[config.mk]
export PLATFORM = sky130hd
export DESIGN_NAME = hex_string_to_bytes_flat
export DESIGN_NICKNAME = d
export VERILOG_FILES = /design/src/design/hsb_pkg.sv /design/src/design/hsb_if.sv /design/src/design/hsb_classify.sv /design/src/design/hsb_decode.sv /design/src/design/hex_string_to_bytes.sv /design/src/flat_wrapper.sv
export SDC_FILE = /design/constraint.sdc
export NUM_CORES = 1
export LEC_CHECK = 0
export ABC_AREA = 1
export BUFFER_PORTS_ARGS = -buffer_cell sky130_fd_sc_hd__buf_2
export CORE_ASPECT_RATIO = 0.9
export CORE_MARGIN = 2
export CORE_UTILIZATION = 35
export CTS_CLUSTER_DIAMETER = 100
export CTS_CLUSTER_SIZE = 24
export DETAILED_ROUTE_END_ITERATION = 10
export GPL_ROUTABILITY_DRIVEN = 0
export HOLD_SLACK_MARGIN = 0.06
export PLACE_DENSITY = 0.61
export SYNTH_ARGS = -nofsm -noshare
export SYNTH_HDL_FRONTEND = slang
export SYNTH_SLANG_ARGS = --single-unit
[constraint.sdc]
create_clock -name clk -period 5.69 [get_ports clk]
set_clock_uncertainty 0.2 [all_clocks]
set_input_delay 1.4225 -clock clk [delete_from_list [all_inputs] [get_ports clk]]
set_output_delay 1.4225 -clock clk [all_outputs]
set_load 0.01 [all_outputs]
[src/design/hsb_pkg.sv]
package hsb_pkg;

  // longest string the block decodes, in bytes
  localparam int MAX_BYTES = 16;

  // byte counter holds 0..MAX_BYTES and is never narrower than the register
  localparam int CNT_BITS  = $clog2(MAX_BYTES + 1);
  localparam int CNT_W     = (CNT_BITS > 5) ? CNT_BITS : 5;

  localparam int CHAR_W    = 8;
  localparam int NIB_W     = 4;
  localparam int IDX_W     = 4;
  localparam int EXP_W     = 5;
  localparam int PACK_W    = 64;
  localparam int STAT_W    = 3;

  localparam logic [EXP_W-1:0] EXP_RESET = EXP_W'(16);

  localparam logic [CHAR_W-1:0] CH_COLON = 8'h3A;
  localparam logic [CHAR_W-1:0] CH_SPACE = 8'h20;
  localparam logic [CHAR_W-1:0] CH_DASH  = 8'h2D;
  localparam logic [CHAR_W-1:0] CH_ZERO  = 8'h30;
  localparam logic [CHAR_W-1:0] CH_NINE  = 8'h39;
  localparam logic [CHAR_W-1:0] CH_LO_A  = 8'h61;
  localparam logic [CHAR_W-1:0] CH_LO_F  = 8'h66;
  localparam logic [CHAR_W-1:0] CH_UP_A  = 8'h41;
  localparam logic [CHAR_W-1:0] CH_UP_F  = 8'h46;

  typedef enum logic [STAT_W-1:0] {
    ST_OK      = 3'd0,
    ST_BADCHAR = 3'd1,
    ST_TOOMANY = 3'd2,
    ST_ODD     = 3'd3,
    ST_TOOFEW  = 3'd4
  } status_t;

  // character class from the classifier
  typedef struct packed {
    logic             is_skip;
    logic             is_hex;
    logic [NIB_W-1:0] nibble;
  } char_class_t;

  // one result item
  typedef struct packed {
    logic              byte_valid;
    logic [7:0]        byte_value;
    logic [IDX_W-1:0]  byte_index;
    logic              finished;
    status_t           status;
    logic [PACK_W-1:0] packed_value;
  } hsb_res_t;

endpackage

[src/design/hsb_if.sv]
interface hsb_in_if;
  logic       valid;
  logic       ready;
  logic [7:0] char_code;
  logic       end_of_string;

  modport source(output valid, output char_code, output end_of_string, input ready);
  modport sink(input valid, input char_code, input end_of_string, output ready);
endinterface

interface hsb_out_if;
  logic        valid;
  logic        ready;
  logic        byte_valid;
  logic [7:0]  byte_value;
  logic [3:0]  byte_index;
  logic        finished;
  logic [2:0]  status;
  logic [63:0] packed_value;

  modport source(output valid, output byte_valid, output byte_value, output byte_index,
                 output finished, output status, output packed_value, input ready);
  modport sink(input valid, input byte_valid, input byte_value, input byte_index,
               input finished, input status, input packed_value, output ready);
endinterface

[src/design/hsb_classify.sv]
module hsb_classify
  import hsb_pkg::*;
(
  input  logic [CHAR_W-1:0] char_code,
  output char_class_t       cls
);

  logic is_dec;
  logic is_lo;
  logic is_up;
  logic [CHAR_W-1:0] off;

  always_comb begin
    is_dec = (char_code >= CH_ZERO) && (char_code <= CH_NINE);
    is_lo  = (char_code >= CH_LO_A) && (char_code <= CH_LO_F);
    is_up  = (char_code >= CH_UP_A) && (char_code <= CH_UP_F);

    if (is_dec) begin
      off = char_code - CH_ZERO;
    end else if (is_lo) begin
      off = char_code - CH_LO_A + CHAR_W'(10);
    end else begin
      off = char_code - CH_UP_A + CHAR_W'(10);
    end

    cls.is_skip = (char_code == CH_COLON) || (char_code == CH_SPACE) ||
                  (char_code == CH_DASH);
    cls.is_hex  = is_dec || is_lo || is_up;
    cls.nibble  = off[NIB_W-1:0];
  end

endmodule

[src/design/hsb_decode.sv]
module hsb_decode
  import hsb_pkg::*;
(
  input  logic             clk,
  input  logic             rst_n,
  input  logic             step,
  input  logic             eos,
  input  char_class_t      cls,
  input  logic [EXP_W-1:0] expected,
  output hsb_res_t         res
);

  localparam logic [CNT_W-1:0] MAX_CNT = CNT_W'(MAX_BYTES);

  logic              nibble_pending_r, nibble_pending_nxt;
  logic [NIB_W-1:0]  held_nibble_r, held_nibble_nxt;
  logic [CNT_W-1:0]  bytes_seen_r, bytes_seen_nxt;
  status_t           fault_r, fault_nxt;
  logic [PACK_W-1:0] packed_r, packed_nxt;

  logic [CNT_W-1:0]  exp_ext;
  logic [CNT_W-1:0]  limit;
  logic [7:0]        new_byte;

  always_comb begin
    exp_ext  = CNT_W'(expected);
    limit    = (exp_ext < MAX_CNT) ? exp_ext : MAX_CNT;
    new_byte = {held_nibble_r, cls.nibble};

    nibble_pending_nxt = nibble_pending_r;
    held_nibble_nxt    = held_nibble_r;
    bytes_seen_nxt     = bytes_seen_r;
    fault_nxt          = fault_r;
    packed_nxt         = packed_r;

    res.byte_valid   = 1'b0;
    res.byte_value   = '0;
    res.byte_index   = '0;
    res.finished     = 1'b0;
    res.status       = fault_r;
    res.packed_value = packed_r;

    if (eos) begin
      // verdict: sticky fault, then dangling nibble, then length mismatch
      res.finished = 1'b1;
      if (fault_r != ST_OK) begin
        res.status = fault_r;
      end else if (nibble_pending_r) begin
        res.status = ST_ODD;
      end else if (bytes_seen_r != exp_ext) begin
        res.status = ST_TOOFEW;
      end else begin
        res.status = ST_OK;
      end
      nibble_pending_nxt = 1'b0;
      held_nibble_nxt    = '0;
      bytes_seen_nxt     = '0;
      fault_nxt          = ST_OK;
      packed_nxt         = '0;
    end else begin
      if ((fault_r == ST_OK) && !cls.is_skip) begin
        if (!cls.is_hex) begin
          fault_nxt = ST_BADCHAR;
        end else if (!nibble_pending_r) begin
          held_nibble_nxt    = cls.nibble;
          nibble_pending_nxt = 1'b1;
        end else if (bytes_seen_r >= limit) begin
          fault_nxt = ST_TOOMANY;
        end else begin
          res.byte_valid     = 1'b1;
          res.byte_value     = new_byte;
          res.byte_index     = bytes_seen_r[IDX_W-1:0];
          packed_nxt         = {packed_r[PACK_W-9:0], new_byte};
          bytes_seen_nxt     = bytes_seen_r + CNT_W'(1);
          nibble_pending_nxt = 1'b0;
          held_nibble_nxt    = '0;
        end
      end
      res.status       = fault_nxt;
      res.packed_value = packed_nxt;
    end
  end

  always_ff @(posedge clk) begin
    if (!rst_n) begin
      nibble_pending_r <= 1'b0;
      held_nibble_r    <= '0;
      bytes_seen_r     <= '0;
      fault_r          <= ST_OK;
      packed_r         <= '0;
    end else if (step) begin
      nibble_pending_r <= nibble_pending_nxt;
      held_nibble_r    <= held_nibble_nxt;
      bytes_seen_r     <= bytes_seen_nxt;
      fault_r          <= fault_nxt;
      packed_r         <= packed_nxt;
    end
  end

`ifndef SYNTH
  a_count_bound: assert property (@(posedge clk) disable iff (!rst_n)
    bytes_seen_r <= MAX_CNT)
    else $error("byte count beyond limit");

  a_count_step: assert property (@(posedge clk) disable iff (!rst_n)
    step && res.byte_valid |=> bytes_seen_r == CNT_W'($past(bytes_seen_r) + CNT_W'(1)))
    else $error("byte count did not advance on emitted byte");

  a_term_clear: assert property (@(posedge clk) disable iff (!rst_n)
    step && eos |=> (bytes_seen_r == '0) && !nibble_pending_r && (fault_r == ST_OK))
    else $error("string state not cleared after terminator");

  a_fault_quiet: assert property (@(posedge clk) disable iff (!rst_n)
    (fault_r != ST_OK) |-> !res.byte_valid)
    else $error("byte emitted after fault");
`endif

endmodule

[src/design/hex_string_to_bytes.sv]
// result path: an accepted input is held in the input register, then its result in the result register
// throughput: one item per cycle, sustained while the result side keeps ready high
// a waiting result lets the input register take one more request, then input stalls
// reset: synchronous active-low rst_n clears the string state, both valid flags,
// and sets expected_r to 16
module hex_string_to_bytes
  import hsb_pkg::*;
(
  input  logic             clk,
  input  logic             rst_n,
  hsb_in_if.sink           in_chan,
  hsb_out_if.source        out_chan,
  input  logic             cfg_we,
  input  logic [EXP_W-1:0] cfg_wdata
);

  // configuration register
  logic [EXP_W-1:0] expected_r;

  // input register
  logic              in_valid_r;
  logic [CHAR_W-1:0] char_r;
  logic              eos_r;

  // result register
  logic     out_valid_r;
  hsb_res_t res_r;

  char_class_t cls;
  hsb_res_t    res;
  logic        advance;
  logic        in_take;

  // the held request moves on when the result register is empty or draining
  assign advance  = in_valid_r && (!out_valid_r || out_chan.ready);
  assign in_chan.ready = !in_valid_r || advance;
  assign in_take  = in_chan.valid && in_chan.ready;

  always_ff @(posedge clk) begin
    if (!rst_n) begin
      expected_r <= EXP_RESET;
    end else if (cfg_we) begin
      expected_r <= cfg_wdata;
    end
  end

  always_ff @(posedge clk) begin
    if (!rst_n) begin
      in_valid_r <= 1'b0;
    end else if (in_chan.ready) begin
      in_valid_r <= in_chan.valid;
    end
  end

  // payload needs no reset
  always_ff @(posedge clk) begin
    if (in_take) begin
      char_r <= in_chan.char_code;
      eos_r  <= in_chan.end_of_string;
    end
  end

  // classify the held character: skip, hex digit or bad
  hsb_classify u_classify (
    .char_code (char_r),
    .cls       (cls)
  );

  // nibble pairing, byte count, sticky fault and packed value
  hsb_decode u_decode (
    .clk      (clk),
    .rst_n    (rst_n),
    .step     (advance),
    .eos      (eos_r),
    .cls      (cls),
    .expected (expected_r),
    .res      (res)
  );

  always_ff @(posedge clk) begin
    if (!rst_n) begin
      out_valid_r <= 1'b0;
    end else if (advance) begin
      out_valid_r <= 1'b1;
    end else if (out_chan.ready) begin
      out_valid_r <= 1'b0;
    end
  end

  always_ff @(posedge clk) begin
    if (advance) begin
      res_r <= res;
    end
  end

  assign out_chan.valid        = out_valid_r;
  assign out_chan.byte_valid   = res_r.byte_valid;
  assign out_chan.byte_value   = res_r.byte_value;
  assign out_chan.byte_index   = res_r.byte_index;
  assign out_chan.finished     = res_r.finished;
  assign out_chan.status       = res_r.status;
  assign out_chan.packed_value = res_r.packed_value;

`ifndef SYNTH
  a_ready_only_when_full: assert property (@(posedge clk) disable iff (!rst_n)
    !in_chan.ready |-> in_valid_r && out_valid_r && !out_chan.ready)
    else $error("input stalled without a blocked result");

  a_result_loaded: assert property (@(posedge clk) disable iff (!rst_n)
    advance |=> out_valid_r)
    else $error("advanced request left no result");

  a_finished_no_byte: assert property (@(posedge clk) disable iff (!rst_n)
    out_valid_r && res_r.finished |-> !res_r.byte_valid)
    else $error("terminator result carries a byte");
`endif

endmodule
[src/flat_wrapper.sv]
// flat-port wrapper written by rule: the top's interface ports become plain ports
module hex_string_to_bytes_flat import hsb_pkg::*;
  (clk, rst_n, cfg_we, cfg_wdata, in_chan_valid, in_chan_char_code, in_chan_end_of_string, in_chan_ready, out_chan_valid, out_chan_byte_valid, out_chan_byte_value, out_chan_byte_index, out_chan_finished, out_chan_status, out_chan_packed_value, out_chan_ready);
  hsb_in_if in_chan_i ();
  hsb_out_if out_chan_i ();
  input  logic clk;
  input  logic rst_n;
  input  logic cfg_we;
  input  logic [EXP_W-1:0] cfg_wdata;
  input wire logic [$bits(in_chan_i.valid)-1:0] in_chan_valid;
  input wire logic [$bits(in_chan_i.char_code)-1:0] in_chan_char_code;
  input wire logic [$bits(in_chan_i.end_of_string)-1:0] in_chan_end_of_string;
  output wire logic [$bits(in_chan_i.ready)-1:0] in_chan_ready;
  output wire logic [$bits(out_chan_i.valid)-1:0] out_chan_valid;
  output wire logic [$bits(out_chan_i.byte_valid)-1:0] out_chan_byte_valid;
  output wire logic [$bits(out_chan_i.byte_value)-1:0] out_chan_byte_value;
  output wire logic [$bits(out_chan_i.byte_index)-1:0] out_chan_byte_index;
  output wire logic [$bits(out_chan_i.finished)-1:0] out_chan_finished;
  output wire logic [$bits(out_chan_i.status)-1:0] out_chan_status;
  output wire logic [$bits(out_chan_i.packed_value)-1:0] out_chan_packed_value;
  input wire logic [$bits(out_chan_i.ready)-1:0] out_chan_ready;
  assign in_chan_i.valid = in_chan_valid;
  assign in_chan_i.char_code = in_chan_char_code;
  assign in_chan_i.end_of_string = in_chan_end_of_string;
  assign in_chan_ready = in_chan_i.ready;
  assign out_chan_valid = out_chan_i.valid;
  assign out_chan_byte_valid = out_chan_i.byte_valid;
  assign out_chan_byte_value = out_chan_i.byte_value;
  assign out_chan_byte_index = out_chan_i.byte_index;
  assign out_chan_finished = out_chan_i.finished;
  assign out_chan_status = out_chan_i.status;
  assign out_chan_packed_value = out_chan_i.packed_value;
  assign out_chan_i.ready = out_chan_ready;
  hex_string_to_bytes u_core (.clk(clk), .rst_n(rst_n), .in_chan(in_chan_i), .out_chan(out_chan_i), .cfg_we(cfg_we), .cfg_wdata(cfg_wdata));
endmodule
### Word level (Yosys, flattened, before mapping)

Index checks and enable logic that the tools add are counted.

| storage, ports and cells | value |
|---|---|
| output and inout port bits | 83 |
| register bits after elaboration | 174 |
| input port bits | 19 |

| cells by class | value |
|---|---|
| bitwise operators | 3 |
| order comparisons | 8 |
| muxes and demuxes | 37 |
| reduce and logical (&&, ||, !) cells | 26 |
| $add $sub $neg | 6 |
| equality and inequality tests | 6 |

Operators with widths:

| kind | count |
|---|---|
| 64-bit two-way mux | 6 |
| 5-bit two-way mux | 6 |
| 4-bit two-way mux | 7 |
| 3-bit two-way mux | 9 |
| 8-bit by 6-bit == test with 1-bit output, second input constant | 3 |
| 8-bit by 7-bit greater-or-equal comparator with 1-bit output, second input constant | 2 |
| 8-bit by 7-bit <= comparator with 1-bit output, second input constant | 2 |
| 13-bit two-way mux | 1 |
| 4-bit by 1-bit subtractor with 4-bit output, second input constant | 3 |
| 4-bit adder, second input constant | 2 |
| 8-bit by 6-bit greater-or-equal comparator with 1-bit output, second input constant | 1 |
| 8-bit by 6-bit <= comparator with 1-bit output, second input constant | 1 |
| 1-bit two-way mux | 8 |
| 2-bit nonzero test | 4 |
| 1-bit logical AND | 6 |
| 1-bit logical OR | 6 |
| 5-bit by 1-bit adder with 5-bit output, second input constant | 1 |
| 5-bit greater-or-equal comparator | 1 |
| 5-bit less-than comparator, second input constant | 1 |
| 5-bit inequality test | 1 |
| 5-bit AND reduction | 1 |
| 5-bit OR reduction | 1 |
| 4-bit AND reduction | 1 |
| 4-bit OR reduction | 1 |
| 7 further kinds | 11 |

### Longest topological paths before layout

Gate-level depths: netlist (run 1).

| logic depth | value |
|---|---|
| depth in word-level cells | 9 |
| mapped depth | 15 |

### Cells and area by module

Synthesis (run 1) repeated with hierarchy kept, for this count alone.

| second synthesis, totals | value |
|---|---|
| cell total of the unflattened synthesis | 910 |
| area, all modules | 7981.4 µm² |

By module, submodules not included:

| module | sequential area each (µm²) | cells each | instances | area an instance (µm²) |
|---|---|---|---|---|
| hsb_decode | 1541.5 | 733 | 1 | 4715.8 |
| hex_string_to_bytes | 2842.7 | 124 | 1 | 2964.1 |
| hsb_classify | 0.0 | 53 | 1 | 301.5 |

### Worst setup path before layout (run 1)

OpenSTA, ideal clock, no wires.

| timing | value |
|---|---|
| kind | in2reg |
| start | in out_chan_ready |
| end | reg u_core.res_r, in the netlist u_core.out_chan.byte_index[0], enable pin |
| cell stages on the path | 6 |
| buffers on the path | 2 |
| arrival time | 4.505 ns |
| slack | 0.509 ns |
| setup time | 0.477 ns |
| path through | inv_1 -> nand2_1 -> nand2_1 -> inv_1 -> clkbuf_1 -> clkbuf_1 |

| between the ends | value |
|---|---|
| cells in the longest elaborated chain, start to end | 2 |

Ends and longest elaborated chain:

| item | line | source |
|---|---|---|
| start, declared | flat_wrapper.sv:21 | `input wire logic [$bits(out_chan_i.ready)-1:0] out_chan_ready;` |
| 1-bit logical OR | hex_string_to_bytes.sv:35 | `assign advance = in_valid_r && (!out_valid_r \|\| out_chan.ready);` |
| 1-bit logical AND | hex_string_to_bytes.sv:35 |  |
| via u_core.advance | hex_string_to_bytes.sv:31 | `logic advance;` |
| end signal, assigned | hex_string_to_bytes.sv:92 | `res_r <= res;` |
| end, declared | hex_string_to_bytes.sv:27 | `hsb_res_t res_r;` |

The timed path passes the listed nets, and every way through them passes these cells.
A chain may end at the register's enable or synchronous reset.

==> metrics.yaml, run 1 <==
run_status:
  status: "completed"
run:
  cap_violations: 0
finish:
  layout-drive-gt1-share_pct: 17.4
  n_antenna_cell: 0
  finalInstanceArea_um2: 9310
  fin_nets: 1024
  utilization_pct: 41.2
  syn_to_final_growth_pct: 15.5
  layout_commonest_cell: "nand3_1"
  mostFrequentLayoutCells: "nand3_1, nand2_1, o21ai_0"
timing:
  slew_headroom_pct: 33.1
  fin_crit_sh_pct: 63.8
  rsz0062_at_grt: "no"
  final-hold-violation-count: 0
  worst_slew_pin_slew_ps: 1000
  fmax_ghz: 0.275
  slew_viol_final: 0
  setup_tns_ps: 0
  layout_min_cycle_time_ps: 3630
  setup_viol: 0
placement:
  dpl-instance-area_um2: 8710
  dp_hpwl_mm: 11.8
  port_buffers: 101
worst_setup_path:
  critPathRequiredTime_ps: 5710
  critPathMaxFanout: 62
  critPathKind: "reg2reg"
  slowest_stage: "buf_4"
  rr_worst_depth: 14
  critPathLaunchType: "flip-flop"
  cp.arrival_ps: 3650
  worstSetupEndpointType: "flip-flop"
  crit_top_cell: "nand2_1"
  critPathMaxStageDelay_ps: 550
  r2r-start: "u_core.char_r[1]"
  reg2reg_to: "u_core.out_chan.packed_value[31]"
  crit_path_cell_trace: "inv_1 -> ha_1 -> inv_1 -> nand3_1 -> nand2_1 -> nand2_1 -> nand3_4 -> nor2_4 -> buf_4 -> nand2_2 -> buf_4 -> nand2_1 -> nand3_1 -> o21ai_0"
  reg2reg_slack_ps: 2060
floorplan:
  die_w_um: 164
  start_util_pct: 35.7
  core_um2: 22600
  rows: 52
  pin_count: 102
  die_y_um: 148
  dieArea_um2: 24300
power:
  vdd_drop_max_uv: 147
  powerDensity_nw_per_um2: 312
  leakage_nw: 3.92
  power_switching_share_pct: 25.5
  seq_power_share_pct: 49.1
  p_total_mw: 2.91
  p_sw_mw: 0.740
  intPower_mw: 2.17
  power_frac_comb_pct: 9.5
  power_frac_clock_pct: 41.4
hold_path:
  hold_depth: 2
  whs_endpoint: "u_core.u_decode.fault_r[2]"
  hp-start: "u_core.u_decode.fault_r[2]"
  hp-class: "reg2reg"
grt:
  grt_first_pass_wirelength_mm: 30.4
  grt_max_degree: 114
  antenna_found_initial: 0
  grt_pass1_vias: 5914
  grtUsageTotal_pct: 15.9
  gr-total-overflow: 0
clock_tree:
  clock_latency_ps: 440
  cts_sinks: 174
  cts_resized: 0
  clkTransAtPathRegs_ps: 70
  holdBufCountCts: 0
  cts_inserted_buffers: 17
  cts_root_buffer: "clkbuf_16"
  cts_setup_buffers: 0
  cts_tree: "done"
  cts_buffer_depth: 2
  htreeDepth: 4
route:
  avgViaCountPerCell: 5.00
  wl_per_cell_um: 14.7
  drt_iter0_drc: 536
  drc: 0
  drt-total-wl_mm: 19.2
  vias: 6525
  drtPass1Iterations: 5
  ant_nets: 0
logic_synthesis:
  synthDistinctLibCells: 30
  ys_ff_latch: 174
  ys.flop_type: "edfxtp_1"
  synth_cells: 927
  synth_edf_count: 90
  synth_nets: 957
  ys_seq_area_share_pct: 54.4
  avgSynthCellArea_um2: 8.70
  async_flop_share_pct: 0
  synth-warning-count: 0
  syn_area_um2: 8060
## layer usage
metal  vias to the layer above  wire length (µm)  share of wire, %  track usage, %
met5                         -                 0                 0               0
met4                         0               262               1.4            5.88
met3                        20               904               4.7            2.78
met2                       169              8480                44            23.2
met1                      3051              9580                50            23.6
li1                       3285                 -                 -               -
## power by group through the flow
stage                     clock (mW)  sequential, mW  combinational [mW]
after floorplan                    0            1.46               0.184
after global placement             0            1.45               0.271
after detailed placement           0            1.45               0.275
after CTS                       1.22            1.43               0.277
after global routing            1.27            1.43               0.313
final                           1.20            1.43               0.277
## cells in the mapped netlist, types with 11 or more instances
cell type,number,share of area [%]
nor2_1,34,1.6
buf_2,19,1.2
ha_1,11,1.7
nand2_1,127,5.9
o21ai_1,11,0.68
dfxtp_1,84,21
a21oi_1,82,5.1
clkbuf_1,32,1.5
edfxtp_1,90,34
o21ai_0,116,7.2
nand3_1,148,9.2
inv_1,107,5.0
## area by class of cell
| cell class | instances | area [µm²] |
|---|---|---|
| clock buffers | 23 | 510 |
| clock inverters | 9 | 95.1 |
| fillers | 2257 | 13300 |
| inverters | 114 | 434 |
| multi-input cells | 580 | 2950 |
| flip-flops and latches | 174 | 4380 |
| well taps | 297 | 372 |
| repair buffers | 107 | 563 |
## cell families (layout without fill, tap and decap cells)
| logic type | Yosys count | count (layout) | share of synthesized area [%] |
|---|---|---|---|
| and+or+nand+nor | 345 | 345 | 20.4 |
| AOI/OAI and AO/OA | 218 | 218 | 13.9 |
| DFF | 174 | 174 | 54.4 |
| buffers and inverters | 173 | 253 | 9.00 |
| adders and majority gates | 11 | 11 | 1.71 |
| xor gates and xnor gates | 6 | 6 | 0.652 |
## sequential cells by signal, summed over array words and instances, names as in the netlist, 3 cells and up
signal / flops
u_core.u_decode.fault_r: 3
u_core.expected_r: 5
u_core.u_decode.bytes_seen_r: 5
u_core.out_chan.byte_index: 4
u_core.out_chan.byte_value: 8
u_core.out_chan.packed_value: 64
u_core.out_chan.status: 3
u_core.u_decode.packed_r: 64
u_core.char_r: 8
u_core.u_decode.held_nibble_r: 4
## metrics by stage
step	hold WS (ps)	worst slack, ps	instances
finish	282	2060	1304
global route	317	1740	1304
CTS	279	2090	1304
detailed placement	268	1920	1272
global placement	259	1990	1272
floorplan	224	509	927
## worst max-delay path: cells and delay by family (launching register included)
family | cells | cell delay, ps
simple gates | 8 | 1160
flops | 1 | 460
buf+inv | 4 | 1200
fa+ha+maj | 1 | 200
compound gates | 1 | 160
## worst max path at each step
stage / end / slack (ps) / start / cells after the start
floorplan: u_core.out_chan.byte_index[0] / 510 / out_chan_ready / 6
global placement: u_core.u_decode.nibble_pending_r / 1990 / out_chan_ready / 8
detailed placement: u_core.u_decode.nibble_pending_r / 1920 / out_chan_ready / 8
CTS: u_core.out_chan.packed_value[55] / 2090 / u_core.char_r[1] / 14
global route: u_core.out_chan.packed_value[51] / 1740 / u_core.char_r[1] / 14
finish: u_core.out_chan.packed_value[31] / 2060 / u_core.char_r[1] / 14
No activity file was read; power rests on OpenSTA's default activity.
==> run 2: changes to the inputs <==
Settings changed: ABC_AREA 1 to 0, PLACE_DENSITY 0.61 to 0.63.
Clock period 5.69 ns to 3.1 ns, I/O delays scaled along.
==> run 2 against run 1 <==
- power increased by 67%
- sequential power increased by 75%
- clock-buffer cell count decreased by 6
- synthesized cell count decreased by 47%
- critical endpoint is now u_core.out_chan.packed_value[56]
- wire length decreased by 23%
- largest power group unchanged
- combinational power decreased by 24%
- setup slack got worse by 1900 ps
==> metrics.yaml, run 2 <==
run_status:
  status: "completed"
logic_synthesis:
  async_flop_share_pct: 0
  synth_top_area_share_pct: 37.5
  ys_seq_area_share_pct: 60.9
  synth.most_common_cell: "edfxtp_1"
  synth_cells: 489
  synth_common_cells: "edfxtp_1, dfxtp_1, a22o_1, mux2_4, nand3_1"
  synth_edf_count: 90
  syn_area_um2: 7200
  synthTopCellsByArea: "edfxtp_1, dfxtp_1, mux2_4, a22o_1, ha_1"
  synthDistinctLibCells: 54
  ys_ff_latch: 174
  ys.flop_type: "edfxtp_1"
  synth.largest_area_cell: "edfxtp_1"
  synth_nets: 519
  avgSynthCellArea_um2: 14.7
  synth-warning-count: 0
power:
  leakage_nw: 3.34
  power_frac_comb_pct: 4.3
  power_switching_share_pct: 24.9
  powerDensity_nw_per_um2: 563
  power_frac_clock_pct: 44.1
  seq_power_share_pct: 51.6
  vdd_drop_max_uv: 333
  p_sw_mw: 1.21
  intPower_mw: 3.64
worst_setup_path:
  reg2reg_to: "u_core.out_chan.packed_value[56]"
  r2r-start: "u_core.char_r[1]"
  critPathRequiredTime_ps: 3090
  cp-endpoint: "u_core.out_chan.packed_value[56]"
  cp.arrival_ps: 2950
  critPathMaxFanout: 29
  rr_worst_depth: 8
  crit_path_cell_trace: "inv_1 -> ha_1 -> and4b_1 -> o311ai_4 -> o211a_4 -> and4_4 -> buf_16 -> mux2_4"
  critPathLaunchType: "flip-flop"
  critPathMaxStageDelay_ps: 430
  crit_start: "u_core.char_r[1]"
  worstSetupEndpointType: "flip-flop"
  reg2reg_slack_ps: 140
  critPathKind: "reg2reg"
  slowest_stage: "edfxtp_1"
floorplan:
  pin_count: 102
  dieArea_um2: 21700
  die_w_um: 155
  rows: 49
  start_util_pct: 35.8
  core_um2: 20100
  die_y_um: 140
grt:
  grt_max_degree: 63
  gr-total-overflow: 0
  antenna_found_initial: 0
  grt_pass1_vias: 4409
  grt_first_pass_wirelength_mm: 23.2
  grtUsageTotal_pct: 13.6
route:
  drt_iter0_drc: 339
  wl_per_cell_um: 17.1
  vias: 4412
  drtPass1Iterations: 5
  avgViaCountPerCell: 5.13
  drc: 0
  ant_nets: 0
  drt-total-wl_mm: 14.7
timing:
  setup_tns_ps: 0
  setup_viol: 0
  layout_min_cycle_time_ps: 2960
  slew_viol_final: 0
  rsz0062_at_grt: "no"
  fmax_ghz: 0.338
  slew_headroom_pct: 46.4
  fin_crit_sh_pct: 95.5
  final-hold-violation-count: 0
  worst_slew_pin_slew_ps: 805
finish:
  fin_nets: 622
  layout_commonest_cell: "buf_2"
  layout-drive-gt1-share_pct: 36.5
  utilization_pct: 42.8
  syn_to_final_growth_pct: 19.5
  finalInstanceArea_um2: 8610
  n_antenna_cell: 0
  mostFrequentLayoutCells: "buf_2, edfxtp_1, dfxtp_1"
  fillers: 1840
clock_tree:
  holdBufCountCts: 0
  clkTransAtPathRegs_ps: 70
  clock_latency_ps: 430
  cts_inserted_buffers: 17
  cts_root_buffer: "clkbuf_16"
  htreeDepth: 4
  cts_buffer_depth: 2
  cts_sinks: 174
  cts_tree: "done"
placement:
  dpl-instance-area_um2: 7980
  dp_hpwl_mm: 9.67
  port_buffers: 101
hold_path:
  hp-class: "reg2reg"
run:
  cap_violations: 0
==> run 2: worst min path at each step <==
stage / from / slack (ps) / cells after the start / to
floorplan: u_core.eos_r / 220 / 0 / u_core.out_chan.finished
global placement: u_core.u_decode.packed_r[63] / 260 / 1 / u_core.u_decode.packed_r[63]
detailed placement: u_core.u_decode.packed_r[56] / 270 / 1 / u_core.u_decode.packed_r[56]
CTS: u_core.u_decode.packed_r[56] / 290 / 1 / u_core.u_decode.packed_r[56]
global route: in_chan_char_code[5] / 300 / 1 / u_core.char_r[5]
finish: u_core.u_decode.packed_r[56] / 290 / 1 / u_core.u_decode.packed_r[56]
==> run 2: cell families after synthesis <==
| logic type | count (synthesis) | share of synthesized area (%) |
|---|---|---|
| compound gates | 101 | 11.8 |
| xor+xnor | 5 | 0.608 |
| fa+ha+maj | 11 | 1.91 |
| buf+inv | 41 | 4.01 |
| flops | 174 | 60.9 |
| mux | 70 | 13.8 |
| simple gates | 87 | 6.98 |
==> run 2: per-stage QoR <==
stage / worst slack (ps) / hold slack [ps] / power, mW / instances
floorplan: -384 / 224 / 2.67 / 489
detailed placement: 114 / 266 / 2.76 / 828
CTS: 112 / 288 / 4.91 / 860
finish: 139 / 288 / 4.85 / 860
global route: 42.4 / 300 / 5.04 / 860
global placement: 273 / 262 / 2.75 / 828
==> run 2: what timing repair did <==
action	CTS	global route
setup buffers	0	0
gates resized for setup	0	3
endpoints found under the setup margin	0	2
==> run 2: cell type report <==
type | instances | area [µm²] | area share [%]
flip-flops and latches | 174 | 4380 | 50.9
multi-input cells | 274 | 2570 | 29.9
repair buffers | 114 | 673 | 7.82
clock buffers | 17 | 425 | 4.94
well taps | 255 | 319 | 3.71
clock inverters | 15 | 188 | 2.18
inverters | 11 | 45.0 | 0.523
==> run 2: metal layers <==
metal	vias to the layer above	share of wire [%]	track usage (%)	routed length (µm)
met2	104	51	23.1	7440
met5	-	0	0	0
met3	10	3.8	3.53	552
li1	2094	-	-	-
met1	2204	45	16.9	6610
met4	0	0.75	4.35	110
==> run 2: power by group through the flow <==
stage	Clock [mW]	Sequential, mW	Combinational (mW)
global route	2.30	2.50	0.230
finish	2.14	2.50	0.210
CTS	2.20	2.50	0.212
global placement	0	2.55	0.205
detailed placement	0	2.55	0.210
floorplan	0	2.56	0.104
==> run 2: worst max-delay path: cells and delay by family, from the launching register on <==
| family | cells | cell delay, ps |
|---|---|---|
| flip-flops | 1 | 430 |
| buffers and inverters | 2 | 360 |
| multiplexers | 1 | 320 |
| AND/OR/NAND/NOR | 2 | 560 |
| AO/OA/AOI/OAI | 2 | 620 |
| adder cells (fa/ha/maj) | 1 | 220 |
==> run 3: changes to the inputs <==
Settings changed: PLACE_DENSITY 0.63 to 0.62.
==> run 3 against run 2 <==
- utilization fell by 0.19 points
- wire length is 1.9% lower
- largest cell class unchanged
- via count decreased by 1.9%
- fmax grew 0.53%
- clock-buffer cell count is the same
==> metrics.yaml, run 3 (synthesized netlist as in run 2, its figures left out) <==
run_status:
  status: "completed"
worst_setup_path:
  critPathLaunchType: "flip-flop"
  critPathMaxFanout: 23
  crit_path_cell_trace: "inv_1 -> ha_1 -> and4b_1 -> o311ai_2 -> o211a_4 -> and4_4 -> buf_12 -> mux2_4"
  worstSetupEndpointType: "flip-flop"
  rr_worst_depth: 8
  cp.arrival_ps: 2910
  critPathKind: "reg2reg"
  slowest_stage: "edfxtp_1"
  critPathMaxStageDelay_ps: 430
  critPathRequiredTime_ps: 3070
timing:
  fin_crit_sh_pct: 95.0
  rsz0062_at_grt: "no"
  slew_headroom_pct: 61.1
  setup_slack_ps: 155
  fmax_ghz: 0.340
  slew_viol_final: 0
  layout_min_cycle_time_ps: 2950
  worst_slew_pin_slew_ps: 575
  final-hold-violation-count: 0
  setup_tns_ps: 0
  setup_viol: 0
route:
  maxUsedRoutingLayer: "met4"
  drtPass1Iterations: 5
  wl_met3_um: 707
  ant_nets: 0
  drt_iter0_drc: 315
  met1_length_mm: 6.46
  avgViaCountPerCell: 5.05
  drc: 0
  drt-total-wl_mm: 14.4
  wl_per_cell_um: 16.8
  vias: 4327
  met2_length_mm: 7.20
placement:
  pre_cts_ws_ps: 143
  port_buffers: 101
  dp.cells: 825
  dp_hpwl_mm: 9.55
  dpl-instance-area_um2: 7970
finish:
  fillers: 1840
  n_antenna_cell: 0
  layout_commonest_cell: "buf_2"
  layout-drive-gt1-share_pct: 36.2
  utilization_pct: 42.6
  mostFrequentLayoutCells: "buf_2, edfxtp_1, dfxtp_1"
  finalInstanceArea_um2: 8570
  fin_cells: 857
  fin_nets: 619
  syn_to_final_growth_pct: 19.0
power:
  vdd_drop_max_uv: 344
  p_sw_mw: 1.14
  power_frac_comb_pct: 4.3
  power_frac_clock_pct: 44.1
  powerDensity_nw_per_um2: 565
  leakage_nw: 3.32
  power_switching_share_pct: 23.6
  intPower_mw: 3.70
  seq_power_share_pct: 51.6
floorplan:
  rows: 49
  dieArea_um2: 21700
  die_w_um: 155
  core_um2: 20100
  die_y_um: 140
  start_util_pct: 35.8
  pin_count: 102
clock_tree:
  clock_latency_ps: 420
  htreeDepth: 4
  cts_sinks: 174
  cts_setup_buffers: 0
  holdBufCountCts: 0
  cts_inserted_buffers: 17
  cts_tree: "done"
  cts_buffer_depth: 2
  clkTransAtPathRegs_ps: 70
  cts_resized: 0
  cts_root_buffer: "clkbuf_16"
grt:
  grt_first_pass_wirelength_mm: 23.2
  grtUsageTotal_pct: 13.6
  grt_pass1_vias: 4417
  grt_max_degree: 84
  gr-total-overflow: 0
  antenna_found_initial: 0
hold_path:
  hp-class: "reg2reg"
  hold_depth: 1
run:
  cap_violations: 0
## run 3: cell types whose count changed in the layout (fill, tap and decap cells not counted), sizes merged
| cell | previous run | this run |
|---|---|---|
| buf | 114 | 111 |
| clkinvlp | 2 | 4 |
| bufinv | 0 | 1 |
| clkinv | 7 | 4 |
## run 3: cell type report
cell class                 instances  area [µm²]  area share (%)
sequential                       174        4380            51.2
multi-input combinational        274        2560            29.9
timing repair buffer             111         656            7.65
clock buffer                      17         425            4.96
tap                              255         319            3.72
clock inverter                    15         178            2.07
inverter                          11        45.0           0.526
## run 3: per-layer routing
layer	vias to the layer above	track usage (%)
met2	107	23.0
li1	2082	-
met1	2134	17.0
met5	-	0
met4	0	3.77
met3	4	4.02
## run 3: path summary, 6_finish.rpt
check,to,slack [ps],startpoint
worst min register to register,u_core.u_decode.packed_r[58],280,u_core.u_decode.packed_r[58]
worst min-delay path,u_core.u_decode.packed_r[58],280,u_core.u_decode.packed_r[58]
worst max register to register,u_core.out_chan.packed_value[36],150,u_core.char_r[1]
worst max-delay path,u_core.out_chan.packed_value[36],150,u_core.char_r[1]
## run 3: power groups by stage
stage	clock network, mW	registers (mW)	logic, mW
floorplan	0	2.56	0.104
global placement	0	2.55	0.203
detailed placement	0	2.55	0.209
CTS	2.20	2.50	0.210
global route	2.28	2.50	0.227
finish	2.13	2.50	0.206
## run 3: through the flow
stage,power (mW),hold WS [ps]
global route,5.01,308
finish,4.84,283
CTS,4.91,286
detailed placement,2.76,264
floorplan,2.67,224
global placement,2.75,259
## run 3: critical path, delay by kind of cell, from the launching register on
family	cells	cell delay (ps)
DFF	1	430
adders and majority gates	1	220
and+or+nand+nor	2	610
buffers and inverters	2	360
AOI/OAI and AO/OA	2	540
muxes	1	320
